## src/hw/rtl/swmm_pkg.sv

```systemverilog
package swmm_pkg;

	localparam int SAMPLE_W       = 32;
	localparam int WS_W           = 7;
	localparam int WINDOW_MAX_DEF = 64;
	localparam logic [WS_W-1:0] WS_RESET = 7'd3;

	typedef struct packed {
		logic signed [SAMPLE_W-1:0] sample;
		logic                       restart;
	} sample_req_t;

	typedef struct packed {
		logic signed [SAMPLE_W-1:0] window_min;
		logic signed [SAMPLE_W-1:0] window_max;
	} result_t;

	// Partial result that travels down the row of cells.
	// While rem is nonzero, each cell folds its sample in and counts rem down.
	typedef struct packed {
		logic                       act;
		logic [WS_W-1:0]            rem;
		logic signed [SAMPLE_W-1:0] lo;
		logic signed [SAMPLE_W-1:0] hi;
	} token_t;

endpackage

```

## src/hw/rtl/swmm_cell.sv

```systemverilog
module swmm_cell (
	input  logic                                 clk,
	input  logic                                 arst_n,
	input  logic                                 shift_en,
	input  logic signed [swmm_pkg::SAMPLE_W-1:0] sample_in,
	input  swmm_pkg::token_t                     tok_in,
	output logic signed [swmm_pkg::SAMPLE_W-1:0] sample_q,
	output swmm_pkg::token_t                     tok_q
);

	swmm_pkg::token_t tok_next;

	always_comb begin
		tok_next = tok_in;
		if (tok_in.rem != '0) begin
			tok_next.rem = tok_in.rem - 1'b1;
			if (sample_q < tok_in.lo) begin
				tok_next.lo = sample_q;
			end
			if (sample_q > tok_in.hi) begin
				tok_next.hi = sample_q;
			end
		end
	end

	always_ff @(posedge clk) begin
		if (shift_en) begin
			sample_q <= sample_in;
		end
	end

	always_ff @(posedge clk or negedge arst_n) begin
		if (!arst_n) begin
			tok_q <= '0;
		end else begin
			tok_q <= tok_next;
		end
	end

endmodule

```

## config.mk

```make
export PLATFORM = sky130hd
export DESIGN_NAME = swmm_cell
export DESIGN_NICKNAME = d
export VERILOG_FILES = /design/src/hw/rtl/swmm_pkg.sv /design/src/hw/rtl/swmm_cell.sv
export SDC_FILE = /design/constraint.sdc
export NUM_CORES = 1
export LEC_CHECK = 0
export BUFFER_PORTS_ARGS = -buffer_cell sky130_fd_sc_hd__clkbuf_2
export CORE_ASPECT_RATIO = 0.8
export CORE_MARGIN = 3
export CORE_UTILIZATION = 34
export DETAILED_ROUTE_END_ITERATION = 8
export PLACE_DENSITY = 0.61
export SLEW_MARGIN = 30
export SYNTH_ARGS = -nofsm -noshare
export SYNTH_HDL_FRONTEND = slang
export SYNTH_SLANG_ARGS = --single-unit
```

## constraint.sdc

```tcl
create_clock -name clk -period 6.5 [get_ports clk]
set_input_delay 0 -clock clk [delete_from_list [all_inputs] [get_ports clk]]
set_output_delay 0 -clock clk [all_outputs]
set_load 0.1 [all_outputs]
```

==> results.json, run 1 <==
{
  "timing.final.hold_violations": 0,
  "clkLatencyLatePin_ns": 0.36,
  "critPathSlowestCell": "edfxtp_1",
  "post_cts.repair.setup_buffers": 0,
  "dieArea_um2": 25800,
  "io_pins": 211,
  "critical_path_required_ns": 6.69,
  "skew_ns": 0.0195,
  "track_usage": 0.199,
  "wl_met2_um": 11300,
  "synth_edf_count": 32,
  "vias": 7989,
  "peakVddDrop_mv": 0.169,
  "comb_power_share": 0.515,
  "worst_slew_pin_slew_ns": 0.958,
  "synth-seq-cells": 104,
  "synthDistinctLibCells": 46,
  "yosysTopAreaCell": "dfrtp_1",
  "synth_nets": 1061,
  "ys.flop_type": "dfrtp_1",
  "max-cap-violations": 0,
  "final_cell_area_um2": 10700,
  "finalCriticalPeriod_ns": 3.32,
  "clock.fmax_mhz": 301,
  "outcome": "finished, final reports clean",
  "drc_errors": 0,
  "drt_iter0_markers": 673,
  "seq_area_um2": 2760,
  "p_per_area_nw_per_um2": 285,
  "placedCellCount": 1338,
  "crit_fanout": 35,
  "io_buffers": 210,
  "fillCellCount": 2244,
  "syn_area_um2": 8110,
  "multi_input_area_um2": 4760,
  "slew_headroom": 0.362,
  "fin_util": 0.467,
  "path_clk_slew_ns": 0.07,
  "start_util": 0.354,
  "worstSetupPathType": "reg -> reg",
  "final_max_slew_viol_count": 0,
  "async_reset_ff_frac": 0.692,
  "holdWs_ns": 0.0119,
  "synth_top_area_frac": 0.222,
  "via_per_inst": 5.47,
  "fp.coreArea_um2": 22900,
  "dpl_cell_area_um2": 9340,
  "postCtsResizedCells": 0,
  "drive_above_1_share": 0.242,
  "dp_slack_ns": 3.16,
  "synthCells": 889,
  "wl_met1_um": 12600,
  "grt_pass1_vias": 7414,
  "yosys-top-cells-count": "a21oi_1 (88), nand2_1 (86), dfrtp_1 (72)",
  "grt_start_max_net_pins": 130,
  "finalSetupViolCount": 0,
  "synth_most_common_cell": "a21oi_1",
  "overflow": 0,
  "netSwitchingFraction": 0.508,
  "internal-power_mw": 1.50,
  "cp-startpoint": "sample_q[31]",
  "cts_hold_buf": 103,
  "totalPowerFinal_mw": 3.05,
  "r2r-start": "sample_q[31]",
  "grt_setup_unrepaired": "false",
  "yosysSeqAreaShare": 0.341,
  "ant_nets": 0,
  "worstRegToRegCells": 9,
  "clock_sinks": 104,
  "firstDrtPassIters": 5,
  "crit_end": "tok_q[35]",
  "cp-end-kind": "flop",
  "die_h_um": 144,
  "wl_met3_um": 1730,
  "clock_power_share": 0.200,
  "power.leakage_nw": 4.67,
  "critPathMaxStageDelay_ns": 0.53,
  "cts_root_buf": "clkbuf_16",
  "top_layer": "met5",
  "post_drt_wl_per_cell_um": 17.8,
  "fp-row-count": 49,
  "syn_avg_cell_area_um2": 9.12,
  "die_x_um": 179,
  "synthTopCellsByArea": "dfrtp_1 (22%), edfxtp_1 (12%), ha_1 (10%)",
  "layout.cells.non_filler": 1460,
  "r2r-end": "tok_q[35]",
  "clk_path_buf_depth": 2,
  "fin_setup_tns_ns": 0,
  "cp_cell_sequence": "ha_4, nand4_2, nor4_4, nand2_1, nand4_1, buf_4, nor3_1, a311oi_1, o221ai_1",
  "syn2layout_area_growth_pct": 31.9,
  "cts_tree": "yes",
  "grt_pass1_wl_um": 40300,
  "nets": 1318,
  "dp_hpwl_um": 17600,
  "worst_ep_arrival_time_ns": 3.51,
  "p_sw_mw": 1.55,
  "min_path_type": "in -> reg",
  "yosys_warnings": 0,
  "postLayoutSetupSlackWorst_ns": 3.18,
  "r2r_setup_slack_ns": 3.18,
  "routabilityCongestion": 0.794,
  "antenna_found_initial": 4,
  "cts_buffers": 9,
  "htreeDepth": 3,
  "final.period_utilization": 0.511,
  "seqPwrFrac": 0.285,
  "worstSetupStartpointType": "flop",
  "drt_wl_total_um": 26000
}
final cells by class:
| cell class | instances | share of cell area |
|---|---|---|
| Antenna cell | 3 | 0.000702 |
| Sequential cell | 104 | 0.258 |
| Clock inverter | 3 | 0.00596 |
| Timing Repair Buffer | 326 | 0.206 |
| Multi-Input combinational cell | 638 | 0.445 |
| Inverter | 67 | 0.0235 |
| Tap cell | 306 | 0.0358 |
| Clock buffer | 13 | 0.0243 |
cell families (layout without fill, tap and decap cells):
kind of cell / Yosys count / in the layout / share of synthesized area
buffers and inverters: 147 / 409 / 0.0774
XOR/XNOR: 5 / 5 / 0.00540
adder cells (fa/ha/maj): 65 / 65 / 0.100
other: 0 / 3 / 0
AO/OA/AOI/OAI: 240 / 240 / 0.243
AND/OR/NAND/NOR: 328 / 328 / 0.233
flip-flops: 104 / 104 / 0.341
sequential cells by signal, indices dropped and copies added, names as in the netlist:
name / cells
sample_q: 32
tok_q: 72
worst min path at each step:
stage / from / endpoint / slack (ns) / cells past startpoint
after floorplan: arst_n / tok_q[0] / -0.30 / 0
after global placement: tok_in[71] / tok_q[71] / 0.11 / 1
after detailed placement: arst_n / tok_q[38] / 0.11 / 1
after CTS: tok_in[56] / tok_q[56] / 0.0004 / 3
after global routing: tok_in[56] / tok_q[56] / 0.05 / 3
final: tok_in[56] / tok_q[56] / 0.01 / 3
critical path: cells and delay by family (launching register included):
family                   cells  cell delay (ns)
AO/OA/AOI/OAI                2             0.44
AND/OR/NAND/NOR              5             1.26
buffers and inverters        1             0.39
adder cells (fa/ha/maj)      1             0.52
flip-flops                   1             0.53
power by group through the flow:
| stage | Clock (mW) | Combinational [mW] | Sequential [mW] |
|---|---|---|---|
| floorplan | 0 | 0.445 | 1.67 |
| global placement | 0 | 1.51 | 0.884 |
| detailed placement | 0 | 1.52 | 0.884 |
| CTS | 0.634 | 1.58 | 0.872 |
| global route | 0.656 | 1.67 | 0.881 |
| finish | 0.610 | 1.57 | 0.870 |
routing by layer:
layer	track usage	vias to the layer above
met1	0.284	3802
li1	-	3916
met5	0	-
met4	0.0439	2
met3	0.0486	25
met2	0.305	244
placed cells by master, fill, tap and decap left out, types with 37 or more instances in the layout:
cell type / n
inv_1: 67
dfrtp_1: 72
nand2_1: 86
dlygate4sd3_1: 103
clkbuf_2: 208
ha_1: 63
a21oi_1: 88
nand3_1: 39
nor3_1: 37
Note: power is estimated with default switching activity, not from simulation.
==> run 2, diff against run 1 <==
--- a/config.mk
+++ b/config.mk
@@ -10,7 +10,7 @@
 export CORE_MARGIN = 3
 export CORE_UTILIZATION = 34
 export DETAILED_ROUTE_END_ITERATION = 8
-export PLACE_DENSITY = 0.61
+export PLACE_DENSITY = 0.64
 export SLEW_MARGIN = 30
 export SYNTH_ARGS = -nofsm -noshare
 export SYNTH_HDL_FRONTEND = slang
==> constraint.sdc (replaced) <==
create_clock -name clk -period 2.7 [get_ports clk]
set_input_delay 0 -clock clk [delete_from_list [all_inputs] [get_ports clk]]
set_output_delay 0 -clock clk [all_outputs]
set_load 0.1 [all_outputs]
==> results.json, run 2 (synthesis gave the netlist of run 1 again) <==
{
  "die_x_um": 179,
  "skew_ns": 0.0157,
  "final.period_utilization": 0.973,
  "p_sw_mw": 3.82,
  "slew_headroom": 0.449,
  "dieArea_um2": 25800,
  "drt_wl_total_um": 27400,
  "drt_iter0_markers": 608,
  "layout.cells.non_filler": 1504,
  "max-cap-violations": 0,
  "start_util": 0.354,
  "timing.final.hold_violations": 0,
  "min_path_type": "in -> async",
  "cp_cell_sequence": "buf_4, ha_4, nand4_4, nor4_4, nand2_1, nand4_1, buf_4, nor3_1, a311oi_1, o221ai_1",
  "clock.fmax_mhz": 380,
  "finalSetupViolCount": 0,
  "clkLatencyLatePin_ns": 0.36,
  "worst_ep_arrival_time_ns": 2.83,
  "power.leakage_nw": 4.95,
  "critPathSlowestCell": "edfxtp_1",
  "grt_start_max_net_pins": 101,
  "clock_sinks": 104,
  "critical_path_required_ns": 2.90,
  "placedCellCount": 1376,
  "seqPwrFrac": 0.272,
  "firstDrtPassIters": 5,
  "critPathMaxStageDelay_ns": 0.51,
  "cts_buffers": 9,
  "worst_slew_pin_slew_ns": 0.827,
  "drc_errors": 0,
  "cts_tree": "yes",
  "overflow": 0,
  "worstRegToRegCells": 10,
  "dp_slack_ns": 0.101,
  "finalCriticalPeriod_ns": 2.63,
  "cp-startpoint": "sample_q[30]",
  "ant_nets": 0,
  "r2r-start": "sample_q[30]",
  "track_usage": 0.206,
  "via_per_inst": 5.48,
  "largest_register_ff_count": 72,
  "comb_power_share": 0.542,
  "fin_setup_tns_ns": 0,
  "internal-power_mw": 3.63,
  "postLayoutSetupSlackWorst_ns": 0.0717,
  "outcome": "finished, final reports clean",
  "fillCellCount": 2157,
  "clock_power_share": 0.186,
  "worstSetupStartpointType": "flop",
  "worstSetupPathType": "reg -> reg",
  "grt_pass1_vias": 7574,
  "fp.coreArea_um2": 22900,
  "top_register": "tok_q",
  "r2r-end": "tok_q[62]",
  "mostFrequentLayoutCells": "clkbuf_2 (208), dlygate4sd3_1 (105), a21oi_1 (88)",
  "grt_pass1_wl_um": 41700,
  "path_clk_slew_ns": 0.07,
  "r2r_setup_slack_ns": 0.07,
  "io_pins": 211,
  "vias": 8249,
  "netSwitchingFraction": 0.513,
  "htreeDepth": 3,
  "clk_path_buf_depth": 2,
  "fp-row-count": 49,
  "io_buffers": 210,
  "cts_root_buf": "clkbuf_16",
  "p_per_area_nw_per_um2": 661,
  "totalPowerFinal_mw": 7.46,
  "peakVddDrop_mv": 0.408,
  "crit_fanout": 17,
  "largest_registers": "tok_q: 72 flops, sample_q: 32 flops",
  "grt_setup_unrepaired": "true",
  "routabilityCongestion": 0.833,
  "fin_util": 0.492,
  "final_max_slew_viol_count": 0,
  "die_h_um": 144,
  "drive_above_1_share": 0.281,
  "post_drt_wl_per_cell_um": 18.2,
  "dp_hpwl_um": 18800,
  "crit_end": "tok_q[62]",
  "antenna_found_initial": 2,
  "cp-end-kind": "flop",
  "syn2layout_area_growth_pct": 39.1,
  "cpMostUsedCell": "buf_4",
  "final_common_cell": "clkbuf_2",
  "nets": 1364
}
[run 2: worst min-delay path by stage]
| stage | slack [ns] | cells after the start | endpoint |
|---|---|---|---|
| 2_1_floorplan | -0.30 | 0 | tok_q[0] |
| 3_3_place_gp | 0.11 | 1 | tok_q[71] |
| 3_5_place_dp | 0.11 | 1 | tok_q[71] |
| 4_1_cts | 0.29 | 2 | tok_q[3] |
| 5_1_grt | 0.31 | 2 | tok_q[71] |
| 6_report | 0.25 | 2 | tok_q[71] |
[run 2: cell type report]
class,instances,area (um^2),area share
Inverter,67,251,0.0223
Clock inverter,4,52.6,0.00466
Sequential cell,104,2760,0.245
Tap cell,306,383,0.0339
Antenna cell,1,2.50,0.000222
Clock buffer,12,246,0.0218
Multi-Input combinational cell,638,4910,0.435
Timing Repair Buffer,372,2670,0.237
[run 2: power by group through the flow]
stage / sequential (mW) / combinational, mW / clock, mW
floorplan: 4.02 / 1.12 / 0
global placement: 2.06 / 3.83 / 0
detailed placement: 2.06 / 3.87 / 0
CTS: 2.03 / 4.00 / 1.43
global route: 2.06 / 4.27 / 1.49
finish: 2.03 / 4.04 / 1.39
[run 2: worst max-delay path, delay by kind of cell (launching register included)]
family          cells  cell delay (ns)
compound gates      2             0.51
fa+ha+maj           1             0.28
buf+inv             2             0.46
simple gates        5             0.70
flops               1             0.51
[run 2: metrics by stage]
| stage | instance area (um^2) | hold slack (ns) |
|---|---|---|
| finish | 11300 | 0.247 |
| global route | 11300 | 0.309 |
| CTS | 11200 | 0.288 |
| detailed placement | 9860 | 0.106 |
| global placement | 9860 | 0.113 |
| floorplan | 8360 | -0.296 |
[run 2: timing repair]
item	in CTS	in global routing
resized for setup	0	2
buffers inserted	0	5
hold buffers	105	0
hold endpoints to repair	176	0
endpoints found under the setup margin	0	42
[run 2: layer usage]
layer / GRT usage / routed length (um)
met1: 0.306 / 13600
met2: 0.317 / 12100
met3: 0.0375 / 1620
met4: 0.0332 / 156
met5: 0 / 0
